===== src/rtl/vspc_pkg.sv =====
// Shared types and constants of the voxel span column parser.
`timescale 1ns / 1ps
`default_nettype none
package vspc_pkg;

    localparam int CFG_IDX_W = 8;

    // register indexes of the configuration port
    localparam logic [CFG_IDX_W-1:0] REG_X_SIZE_LOG2  = 8'd0;
    localparam logic [CFG_IDX_W-1:0] REG_Z_SIZE_LOG2  = 8'd1;
    localparam logic [CFG_IDX_W-1:0] REG_FIXED_HEIGHT = 8'd2;
    localparam logic [CFG_IDX_W-1:0] REG_WIPE_LIGHT   = 8'd3;

    // byte roles
    localparam logic [2:0] ROLE_COUNT = 3'd0;
    localparam logic [2:0] ROLE_START = 3'd1;
    localparam logic [2:0] ROLE_END   = 3'd2;
    localparam logic [2:0] ROLE_AIR   = 3'd3;
    localparam logic [2:0] ROLE_BLUE  = 3'd4;

    // sticky fault codes
    localparam logic [1:0] FAULT_NONE       = 2'd0;
    localparam logic [1:0] FAULT_HEADER     = 2'd1;
    localparam logic [1:0] FAULT_COLOUR     = 2'd2;
    localparam logic [1:0] FAULT_AFTER_END  = 2'd3;

    // positions inside a 4-byte word
    localparam logic [1:0] QUAD_FIRST  = 2'd0;
    localparam logic [1:0] QUAD_SECOND = 2'd1;
    localparam logic [1:0] QUAD_THIRD  = 2'd2;
    localparam logic [1:0] QUAD_LAST   = 2'd3;

    localparam logic [8:0] MIN_AUTO_HEIGHT = 9'd64;
    localparam logic [7:0] WIPED_LIGHT     = 8'd1;

    localparam int COLUMNS_W = 24;

    typedef struct packed {
        logic [3:0] x_size_log2;
        logic [3:0] z_size_log2;
        logic [7:0] fixed_height;
        logic       wipe_light;
    } cfg_t;

    typedef struct packed {
        logic [7:0] out_byte;
        logic [2:0] byte_role;
        logic       column_done;
        logic [7:0] column_words;
        logic       map_done;
        logic [8:0] map_height;
        logic [1:0] fault;
    } result_t;

endpackage
`default_nettype wire


===== src/rtl/vspc_cfg_regs.sv =====
// Configuration register file of the voxel span column parser.
`timescale 1ns / 1ps
`default_nettype none
module vspc_cfg_regs (
    input  wire                             aclk,
    input  wire                             aresetn,
    input  wire                             cfg_valid,
    output logic                            cfg_ready,
    input  wire  [vspc_pkg::CFG_IDX_W-1:0]  cfg_addr,
    input  wire  [7:0]                      cfg_wdata,
    output vspc_pkg::cfg_t                  cfg
);
    import vspc_pkg::*;

    cfg_t cfg_reg;
    cfg_t cfg_next;

    assign cfg_ready = 1'b1;
    assign cfg       = cfg_reg;

    always_comb begin
        cfg_next = cfg_reg;
        if (cfg_valid) begin
            unique case (cfg_addr)
                REG_X_SIZE_LOG2:  cfg_next.x_size_log2  = cfg_wdata[3:0];
                REG_Z_SIZE_LOG2:  cfg_next.z_size_log2  = cfg_wdata[3:0];
                REG_FIXED_HEIGHT: cfg_next.fixed_height = cfg_wdata;
                REG_WIPE_LIGHT:   cfg_next.wipe_light   = cfg_wdata[0];
                default:          cfg_next = cfg_reg;
            endcase
        end
    end

    always_ff @(posedge aclk) begin
        if (!aresetn) begin
            cfg_reg.x_size_log2  <= 4'd9;
            cfg_reg.z_size_log2  <= 4'd9;
            cfg_reg.fixed_height <= 8'd0;
            cfg_reg.wipe_light   <= 1'b1;
        end else begin
            cfg_reg <= cfg_next;
        end
    end

endmodule
`default_nettype wire


===== src/rtl/vspc_span_decoder.sv =====
// Span header and colour word decoder with column and map tracking state.
`timescale 1ns / 1ps
`default_nettype none
module vspc_span_decoder #(
    parameter int COLUMN_BUFFER_WORDS = 257,
    parameter int MAX_SIDE_LOG2       = 12
) (
    input  wire                 aclk,
    input  wire                 aresetn,
    input  wire                 advance,
    input  wire  [7:0]          data_byte,
    input  vspc_pkg::cfg_t      cfg,
    output vspc_pkg::result_t   result
);
    import vspc_pkg::*;

    localparam int WU_W   = $clog2(COLUMN_BUFFER_WORDS);
    localparam int TOT_W  = 2 * MAX_SIDE_LOG2 + 1;
    localparam int CMP_W  = (TOT_W > COLUMNS_W) ? TOT_W : COLUMNS_W;

    logic [1:0]           quad_reg,      quad_next;
    logic                 in_colours_reg, in_colours_next;
    logic [7:0]           span_count_reg, span_count_next;
    logic [7:0]           span_start_reg, span_start_next;
    logic [7:0]           colours_left_reg, colours_left_next;
    logic [WU_W-1:0]      words_used_reg, words_used_next;
    logic [COLUMNS_W-1:0] columns_reg,   columns_next;
    logic [7:0]           highest_reg,   highest_next;
    logic [1:0]           fault_reg,     fault_next;
    logic                 finished_reg,  finished_next;

    logic                 full;
    logic                 end_col;
    logic [WU_W-1:0]      words_inc;
    logic [7:0]           colours_dec;
    logic [3:0]           x_log2, z_log2;
    logic [4:0]           side_sum;
    logic [CMP_W-1:0]     total;
    logic [COLUMNS_W-1:0] columns_inc;
    logic [8:0]           auto_height;

    assign full = (({1'b0, words_used_reg} + (WU_W+1)'(1))
                   >= (WU_W+1)'(COLUMN_BUFFER_WORDS));
    assign words_inc   = words_used_reg + WU_W'(1);
    assign colours_dec = colours_left_reg - 8'd1;
    assign x_log2 = (cfg.x_size_log2 > 4'(MAX_SIDE_LOG2)) ? 4'(MAX_SIDE_LOG2)
                                                          : cfg.x_size_log2;
    assign z_log2 = (cfg.z_size_log2 > 4'(MAX_SIDE_LOG2)) ? 4'(MAX_SIDE_LOG2)
                                                          : cfg.z_size_log2;
    assign side_sum    = {1'b0, x_log2} + {1'b0, z_log2};
    assign total       = CMP_W'(1) << side_sum;
    assign columns_inc = columns_reg + COLUMNS_W'(1);
    assign auto_height = {1'b0, highest_reg} + 9'd1;

    always_comb begin
        quad_next         = quad_reg;
        in_colours_next   = in_colours_reg;
        span_count_next   = span_count_reg;
        span_start_next   = span_start_reg;
        colours_left_next = colours_left_reg;
        words_used_next   = words_used_reg;
        columns_next      = columns_reg;
        highest_next      = highest_reg;
        fault_next        = fault_reg;
        finished_next     = finished_reg;
        end_col           = 1'b0;
        result            = '0;
        result.out_byte   = data_byte;
        result.byte_role  = ROLE_COUNT;

        if (fault_reg != FAULT_NONE) begin
            // hold the fault, drop the byte
        end else if (finished_reg) begin
            fault_next = FAULT_AFTER_END;
        end else if (!in_colours_reg) begin
            result.byte_role = {1'b0, quad_reg};
            if (quad_reg == QUAD_FIRST && full) begin
                fault_next = FAULT_HEADER;
            end else begin
                case (quad_reg)
                    QUAD_FIRST:  span_count_next = data_byte;
                    QUAD_SECOND: span_start_next = data_byte;
                    QUAD_THIRD: begin
                        if (data_byte > highest_reg) highest_next = data_byte;
                        colours_left_next = (span_count_reg == 8'd0)
                            ? (data_byte - span_start_reg + 8'd1)
                            : (span_count_reg - 8'd1);
                    end
                    default: begin
                        words_used_next = words_inc;
                        if (colours_left_reg != 8'd0) in_colours_next = 1'b1;
                        else if (span_count_reg == 8'd0) end_col = 1'b1;
                    end
                endcase
                quad_next = quad_reg + 2'd1;
            end
        end else begin
            result.byte_role = ROLE_BLUE + {1'b0, quad_reg};
            if (quad_reg == QUAD_FIRST && full) begin
                fault_next = FAULT_COLOUR;
            end else begin
                if (quad_reg == QUAD_LAST) begin
                    if (cfg.wipe_light) result.out_byte = WIPED_LIGHT;
                    words_used_next   = words_inc;
                    colours_left_next = colours_dec;
                    if (colours_dec == 8'd0) begin
                        in_colours_next = 1'b0;
                        if (span_count_reg == 8'd0) end_col = 1'b1;
                    end
                end
                quad_next = quad_reg + 2'd1;
            end
        end

        if (end_col) begin
            result.column_done  = 1'b1;
            result.column_words = 8'(words_used_next - WU_W'(2));
            words_used_next     = WU_W'(1);
            columns_next        = columns_inc;
            if (CMP_W'(columns_inc) >= total) begin
                result.map_done = 1'b1;
                finished_next   = 1'b1;
                if (cfg.fixed_height != 8'd0) begin
                    result.map_height = {1'b0, cfg.fixed_height};
                end else begin
                    result.map_height = (auto_height < MIN_AUTO_HEIGHT)
                        ? MIN_AUTO_HEIGHT : auto_height;
                end
            end
        end

        result.fault = fault_next;
    end

    always_ff @(posedge aclk) begin
        if (!aresetn) begin
            quad_reg         <= QUAD_FIRST;
            in_colours_reg   <= 1'b0;
            span_count_reg   <= 8'd0;
            span_start_reg   <= 8'd0;
            colours_left_reg <= 8'd0;
            words_used_reg   <= WU_W'(1);
            columns_reg      <= '0;
            highest_reg      <= 8'd0;
            fault_reg        <= FAULT_NONE;
            finished_reg     <= 1'b0;
        end else if (advance) begin
            quad_reg         <= quad_next;
            in_colours_reg   <= in_colours_next;
            span_count_reg   <= span_count_next;
            span_start_reg   <= span_start_next;
            colours_left_reg <= colours_left_next;
            words_used_reg   <= words_used_next;
            columns_reg      <= columns_next;
            highest_reg      <= highest_next;
            fault_reg        <= fault_next;
            finished_reg     <= finished_next;
        end
    end

endmodule
`default_nettype wire


===== src/rtl/voxel_span_column_parser.sv =====
// Top level of the voxel span column parser: input register, decoder, output register.
// Path: a byte accepted on s_ is held in the input register, then in the result register,
//   before it is presented on m_; a low m_tready holds it in the result register.
// Throughput: one byte per cycle unless m_tready stalls it; one decoder state update per byte.
// Reset: aresetn low clears the pipeline valid flags, the decoder state and the
//   configuration registers to their defaults; no clearing pass is needed.
`timescale 1ns / 1ps
`default_nettype none
module voxel_span_column_parser #(
    parameter int COLUMN_BUFFER_WORDS = 257,
    parameter int MAX_SIDE_LOG2       = 12
) (
    input  wire         aclk,
    input  wire         aresetn,
    // input byte stream
    input  wire         s_tvalid,
    output logic        s_tready,
    input  wire  [7:0]  s_tdata,    // [7:0] data_byte
    // result stream
    output logic        m_tvalid,
    input  wire         m_tready,
    output logic [31:0] m_tdata,    // [7:0] out_byte, [15:8] column_words,
                                    // [24:16] map_height, [31:25] zero
    output logic        m_tlast,    // column_done
    output logic [7:0]  m_tuser,    // [2:0] byte_role, [3] map_done, [5:4] fault,
                                    // [7:6] zero
    // configuration write channel
    input  wire         cfg_valid,
    output logic        cfg_ready,
    input  wire  [vspc_pkg::CFG_IDX_W-1:0] cfg_addr,
    input  wire  [7:0]  cfg_wdata
);
    import vspc_pkg::*;

    cfg_t       cfg;
    result_t    result;
    result_t    out_reg;
    logic       in_valid_reg;
    logic [7:0] in_byte_reg;
    logic       out_valid_reg;
    logic       advance;

    // Advance a byte from the input register into the result register whenever
    // the result register is empty or is being drained this cycle.
    assign advance  = in_valid_reg && (!out_valid_reg || m_tready);
    // Accept a new transaction when the input register is empty or moving on.
    assign s_tready = !in_valid_reg || advance;

    vspc_cfg_regs u_cfg (
        .aclk      (aclk),
        .aresetn   (aresetn),
        .cfg_valid (cfg_valid),
        .cfg_ready (cfg_ready),
        .cfg_addr  (cfg_addr),
        .cfg_wdata (cfg_wdata),
        .cfg       (cfg)
    );

    vspc_span_decoder #(
        .COLUMN_BUFFER_WORDS (COLUMN_BUFFER_WORDS),
        .MAX_SIDE_LOG2       (MAX_SIDE_LOG2)
    ) u_dec (
        .aclk      (aclk),
        .aresetn   (aresetn),
        .advance   (advance),
        .data_byte (in_byte_reg),
        .cfg       (cfg),
        .result    (result)
    );

    // Input register: hold the byte until the decoder takes it.
    always_ff @(posedge aclk) begin
        if (!aresetn) begin
            in_valid_reg <= 1'b0;
        end else if (s_tvalid && s_tready) begin
            in_valid_reg <= 1'b1;
        end else if (advance) begin
            in_valid_reg <= 1'b0;
        end
    end

    always_ff @(posedge aclk) begin
        if (s_tvalid && s_tready) begin
            in_byte_reg <= s_tdata;
        end
    end

    // Result register: load on advance, drop once the sink takes the transaction.
    always_ff @(posedge aclk) begin
        if (!aresetn) begin
            out_valid_reg <= 1'b0;
        end else if (advance) begin
            out_valid_reg <= 1'b1;
        end else if (m_tready) begin
            out_valid_reg <= 1'b0;
        end
    end

    always_ff @(posedge aclk) begin
        if (advance) begin
            out_reg <= result;
        end
    end

    assign m_tvalid = out_valid_reg;
    assign m_tdata  = {7'd0, out_reg.map_height, out_reg.column_words, out_reg.out_byte};
    assign m_tlast  = out_reg.column_done;
    assign m_tuser  = {2'd0, out_reg.fault, out_reg.map_done, out_reg.byte_role};

endmodule
`default_nettype wire


===== config.mk =====
export PLATFORM = sky130hd
export DESIGN_NAME = voxel_span_column_parser
export DESIGN_NICKNAME = d
export VERILOG_FILES = /design/src/rtl/vspc_pkg.sv /design/src/rtl/vspc_cfg_regs.sv /design/src/rtl/vspc_span_decoder.sv /design/src/rtl/voxel_span_column_parser.sv
export SDC_FILE = /design/constraint.sdc
export NUM_CORES = 1
export LEC_CHECK = 0
export ABC_AREA = 1
export CAP_MARGIN = 15
export CORE_UTILIZATION = 43
export CTS_CLUSTER_DIAMETER = 120
export DETAILED_ROUTE_END_ITERATION = 8
export DONT_BUFFER_PORTS = 1
export REMOVE_ABC_BUFFERS = 1
export SYNTH_ARGS = -nofsm -noshare
export SYNTH_HDL_FRONTEND = slang
export SYNTH_SLANG_ARGS = --single-unit

===== constraint.sdc =====
create_clock -name aclk -period 8.5 [get_ports aclk]
set_input_delay 0.85 -clock aclk [delete_from_list [all_inputs] [get_ports aclk]]
set_output_delay 0.85 -clock aclk [all_outputs]
set_load 0.01 [all_outputs]

==> flow_summary.toml, run 1 <==
[worst_setup_path]
cp_data_arrival_time_ns = 4.51
start_kind = "flop"
critPathSlowestCell = "nor2_1"
critPathRequiredTime_ns = 8.78
rr_endpoint = "m_tdata[18]"
path_depth = 19
critPathBufInv = 2
cp_top_family = "simple AND/OR/NAND/NOR gates"
r2r_start = "u_cfg.cfg[16]"
cp-end-kind = "flop"
path_max_fanout = 17
path_common_cell = "nand2_1"
crit_type = "flop to flop"
reg2reg_slack_ns = 4.27
r2r_cells = 19
crit_chain = "a21boi_0, ha_1, nand2_1, nand2_1, nand2_1, nand2_1, nand2_1, and2_1, clkinv_1, nor2_1, nand2_1, ha_1, nand4_1, nor4_1, nand3_1, nand3_1, nor2b_2, inv_2, a21oi_2"
critPathMaxStageDelay_ns = 0.48

[yosys]
synth_seq_area_share = 0.3793
netlist_instances = 1026
synth_warnings = 0
avgSynthCellArea_um2 = 7.717
synth_edf_count = 40
ys.flop_type = "dfxtp_1"
synth_most_common_cell = "nand2_1"
ys_top_cells_by_count = "nand2_1, nor2_1, inv_1"
synth_cell_types = 55
synth_area_leader_cell = "dfxtp_1"
synth.area.top_cells = "dfxtp_1, edfxtp_1, ha_1, nand2_1, nor2_1"
synth_top_area_share = 0.2276
async_flop_share = 0
ys_seq_elements = 130
synth_area_um2 = 7918

[cts]
cts_max_path_buffers = 2
cts_tree = "built"
clock-sinks = 130
clock_latency_ns = 0.42
cts_hold_buf = 0
cts_setup_buffers = 0
cts_resized = 0
h-tree-depth = 4
cts_buffers = 17
cts.clk_slew.worst_paths_ns = 0.06
root_buffer = "clkbuf_16"

[floorplanning]
start_util = 0.4393
die_area_um2 = 18960
core_area_um2 = 18020
ioPinCount = 73
rows = 49
die_y_um = 137.7
die_w_um = 137.7

[sta]
finalCriticalPeriod_ns = 4.230
rsz0062_at_grt = "false"
finalSetupTns_ns = 0
max_freq_mhz = 236.4
slew_violations = 0
skew_ns = 0.01117
max_slew_margin = 0.3430
worst_pin_slew_ns = 0.9795
hold_viol = 0
setup_viol = 0
min_period_over_period = 0.4976

[grt]
antenna_found_initial = 3
overflow = 0
grt_max_degree = 67
grt_use_total = 0.1994
grt-busiest-layer = "met2"
grt_pass1_wl_mm = 29.27
use_met2 = 0.3347
met3_usage = 0.04857
met1_usage = 0.2510
grt_pass1_vias = 6080

[drt]
drc = 0
drtIter0Drc = 302
first_pass_iters = 5
ant_nets = 0
wl_per_cell_um = 14.38
routed_wl_mm = 18.08
vias = 6460
vias_per_cell = 5.139

[final_layout]
fillerInstances = 1778
fin_area_um2 = 8643
post-route-util = 0.4795
syn_to_final_growth_pct = 9.166
final_nets = 1106
multi_input_area_um2 = 4215
largest_reg_flops = 25
drive_gt1_frac = 0.05745
seqCellArea_um2 = 3003

[pwr]
p_leak_uw = 0.003704
cellPowerDensity_nw_per_um2 = 189.8
ir_drop_mv = 0.1496
finalPower_uw = 1640

[hold_path]
min_delay_path_depth = 2
min-delay-start = "u_dec.span_start_reg[1]"
hold_end = "u_dec.span_start_reg[1]"
hold_path.class = "flop to flop"

[placement]
place.gp.congestion = 0.8473
hpwl_mm = 13.01
placed_cell_area_um2 = 8004
portBuffers = 0

[flow_run]
cap_violations = 0

[status]
outcome = "finished clean"
[area by class of cell]
class / count / area share
repair buffers: 2 / 0.001737
multi-input cells: 732 / 0.4877
diodes: 1 / 0.0002895
well taps: 229 / 0.03315
inverters: 131 / 0.05689
flip-flops and latches: 130 / 0.3474
clock inverters: 10 / 0.01795
clock buffers: 22 / 0.05486
[how the worst max path moves through the flow]
| stage | start | endpoint | slack [ns] |
|---|---|---|---|
| after global routing | u_cfg.cfg[12] | m_tdata[21] | 3.92 |
| final | u_cfg.cfg[16] | m_tdata[18] | 4.27 |
| after CTS | u_cfg.cfg[16] | m_tdata[18] | 4.32 |
| after detailed placement | u_cfg.cfg[16] | m_tdata[18] | 4.34 |
| after global placement | u_cfg.cfg[16] | m_tdata[21] | 4.43 |
| after floorplan | u_cfg.cfg[12] | m_tdata[21] | 4.94 |
[layout by cell type, fill, tap and decap left out, types with 4 or more instances in the layout]
cell,count
nand2_1,147
nor2_1,130
inv_1,127
dfxtp_1,90
a21oi_1,75
o21ai_0,75
nand3_1,73
ha_1,61
edfxtp_1,40
xor2_1,27
nand4_1,20
clkbuf_16,17
nor3_1,16
xnor2_1,14
a211oi_1,12
conb_1,10
nor4_1,7
o211ai_1,7
nand3b_1,6
a31oi_1,4
nand2_2,4
a21boi_0,4
bufinv_16,4
[stage by stage]
step	hold WS, ns	std cells	setup slack, ns
4_1_cts	0.4564	1255	4.317
5_1_grt	0.4849	1256	3.921
6_report	0.4511	1257	4.270
3_5_place_dp	0.4482	1223	4.339
2_1_floorplan	0.4268	993	4.945
3_3_place_gp	0.4409	1223	4.427
[where the power goes]
| part | switching (µW) | internal [µW] | total (µW) |
|---|---|---|---|
| registers | 21.9 | 664 | 686 |
| logic | 114 | 64.7 | 179 |
| clock network | 263 | 512 | 775 |
| total | 400 | 1240 | 1640 |
[per-layer routing]
layer | wire (µm) | up-vias
li1 | - | 3395
met3 | 697 | 18
met5 | 25 | -
met1 | 8507 | 2931
met2 | 8665 | 112
met4 | 184 | 4
[cells by family after synthesis]
family                   share of synthesized area
AO/OA/AOI/OAI                               0.1373
XOR/XNOR                                   0.04535
adder cells (fa/ha/maj)                     0.1015
buffers and inverters                      0.09213
flip-flops                                  0.3793
other                                    0.0009485
AND/OR/NAND/NOR                             0.2435
[tightest hold or removal path, stage by stage, from the launching register on]
cell and delay (ns):
dfxtp_1 0.31, inv_1 0.05, a21oi_1 0.05
Note: power is estimated with default switching activity, not from simulation.
==> run 2: changes to the inputs <==
==> constraint.sdc (replaced) <==
create_clock -name aclk -period 3.8 [get_ports aclk]
set_input_delay 0.38 -clock aclk [delete_from_list [all_inputs] [get_ports aclk]]
set_output_delay 0.38 -clock aclk [all_outputs]
set_load 0.01 [all_outputs]
==> run 2 against run 1 <==
Compared with the run above:
- via count grew 2.1%
- critical endpoint is now m_tdata[16]
- combinational power grew 140%
- flip-flop and latch count unchanged
- cell area rose by 3.6%
- register-to-register slack worse by 4.1 ns
- non-clock buffer count increased by 19
- first-iteration DRC count grew 30%
- largest power group unchanged
- cell count rose by 1.7%
- sequential power is 120% higher
- clock skew down 0.0017 ns
==> flow_summary.toml, run 2 (synthesis gave the netlist of run 1 again) <==
[worst_setup_path]
critPathSlowestCell = "dfxtp_4"
crit_type = "flop to flop"
path_max_fanout = 5
crit_chain = "ha_4, and3_4, nand3_4, nor2_4, nand2_2, inv_1, nand4_1, nor4_4, nand3_2, xor2_2, ha_4, a21o_1, a21oi_2, nor2_1, o2111ai_1, nand3_1, nor2_1, nand3_2, nor2b_4, nand2_1, o21ai_2"
critPathRequiredTime_ns = 3.96
critPathBufInv = 1
critPathMaxStageDelay_ns = 0.37
cp_top_family = "simple AND/OR/NAND/NOR gates"
r2r_cells = 21
cp-end-kind = "flop"
path_depth = 21
start_kind = "flop"
cp_data_arrival_time_ns = 3.78

[final_layout]
layout_common_cells = "nand2_1, inv_1, nor2_1"
final_nets = 1126
largest_reg_flops = 25
syn_to_final_growth_pct = 13.10
drive_gt1_frac = 0.09933
final_common_cell = "nand2_1"

[cts]
h-tree-depth = 4
clock-sinks = 130
root_buffer = "clkbuf_16"
cts_tree = "built"
cts_hold_buf = 0
cts_buffers = 17
clock_latency_ns = 0.42
cts.clk_slew.worst_paths_ns = 0.06
cts_max_path_buffers = 2

[grt]
overflow = 0
grt_pass1_vias = 5948
antenna_found_initial = 4
grt_max_degree = 67
grt_use_total = 0.1994
grt_pass1_wl_mm = 29.17

[drt]
first_pass_iters = 5
vias = 6593
routed_wl_mm = 18.27
vias_per_cell = 5.159
route.met2.wl_mm = 8.755
drc = 0
wl_met3_um = 833
highest_layer = "met5"
m1WireLength_mm = 8.408
wl_per_cell_um = 14.30
ant_nets = 0
drtIter0Drc = 392

[sta]
hold_viol = 0
worst_pin_slew_ns = 0.9769
max_slew_margin = 0.3447
finalCriticalPeriod_ns = 3.617
layout_setup_ws_ns = 0.1826
min_period_over_period = 0.9520
setup_viol = 0
max_freq_mhz = 276.4
whs_ns = 0.05455
slew_violations = 0
skew_ns = 0.009429

[floorplanning]
ioPinCount = 73
core_area_um2 = 18020
rows = 49
die_w_um = 137.7
start_util = 0.4393
die_y_um = 137.7
die_area_um2 = 18960

[pwr]
ir_drop_mv = 0.3016
finalPower_uw = 3631
p_leak_uw = 0.003852
cellPowerDensity_nw_per_um2 = 405.5

[hold_path]
hold_path.class = "input pin to flop"
min_delay_path_depth = 1

[placement]
pre_cts_ws_ns = -0.06259
place.gp.congestion = 0.8804
portBuffers = 0
hpwl_mm = 12.93

[status]
outcome = "finished clean"

[flow_run]
cap_violations = 0
## run 2: what timing repair did
action | 4_1_cts | 5_1_grt
endpoints found under the setup margin | 9 | 11
setup buffers | 0 | 8
pin swaps | 0 | 11
cloned | 0 | 1
gates resized for setup | 1 | 36
## run 2: routing by layer
layer	track usage	up-vias
met5	0	-
met2	0.3286	129
met3	0.05261	26
li1	-	3431
met4	0.05676	6
met1	0.2549	3001
## run 2: path summary, 6_finish.rpt
kind / endpoint / slack [ns] / from
worst min-delay path: u_cfg.cfg[16] / 0.05 / aresetn
worst min register to register: u_dec.span_start_reg[1] / 0.45 / u_dec.span_start_reg[1]
worst max-delay path: m_tdata[16] / 0.18 / u_dec.columns_reg[0]
worst max register to register: m_tdata[16] / 0.18 / u_dec.columns_reg[0]
## run 2: metrics by stage
stage          instances  setup TNS (ns)  utilization  cell area (µm²)
3_3_place_gp        1235               0       0.4490             8094
5_1_grt             1276         -0.3389       0.4965             8950
4_1_cts             1267               0       0.4829             8705
6_report            1278               0       0.4968             8955
3_5_place_dp        1235         -0.2457       0.4490             8094
2_1_floorplan        993               0            -             7710
## run 2: area by class of cell
| cell class | count | area, µm² |
|---|---|---|
| fillers | 1779 | 9070 |
| multi-input cells | 733 | 4400 |
| flip-flops and latches | 130 | 3008 |
| inverters | 131 | 491.7 |
| clock buffers | 22 | 474.2 |
| well taps | 229 | 286.5 |
| repair buffers | 21 | 157.7 |
| clock inverters | 10 | 131.4 |
| diodes | 2 | 5.005 |
## run 2: report_power, final
part | internal, µW | leakage, µW | switching, µW
Combinational | 157 | 0.00245 | 264
Clock | 1080 | 0.000290 | 599
Sequential | 1480 | 0.00111 | 48.5
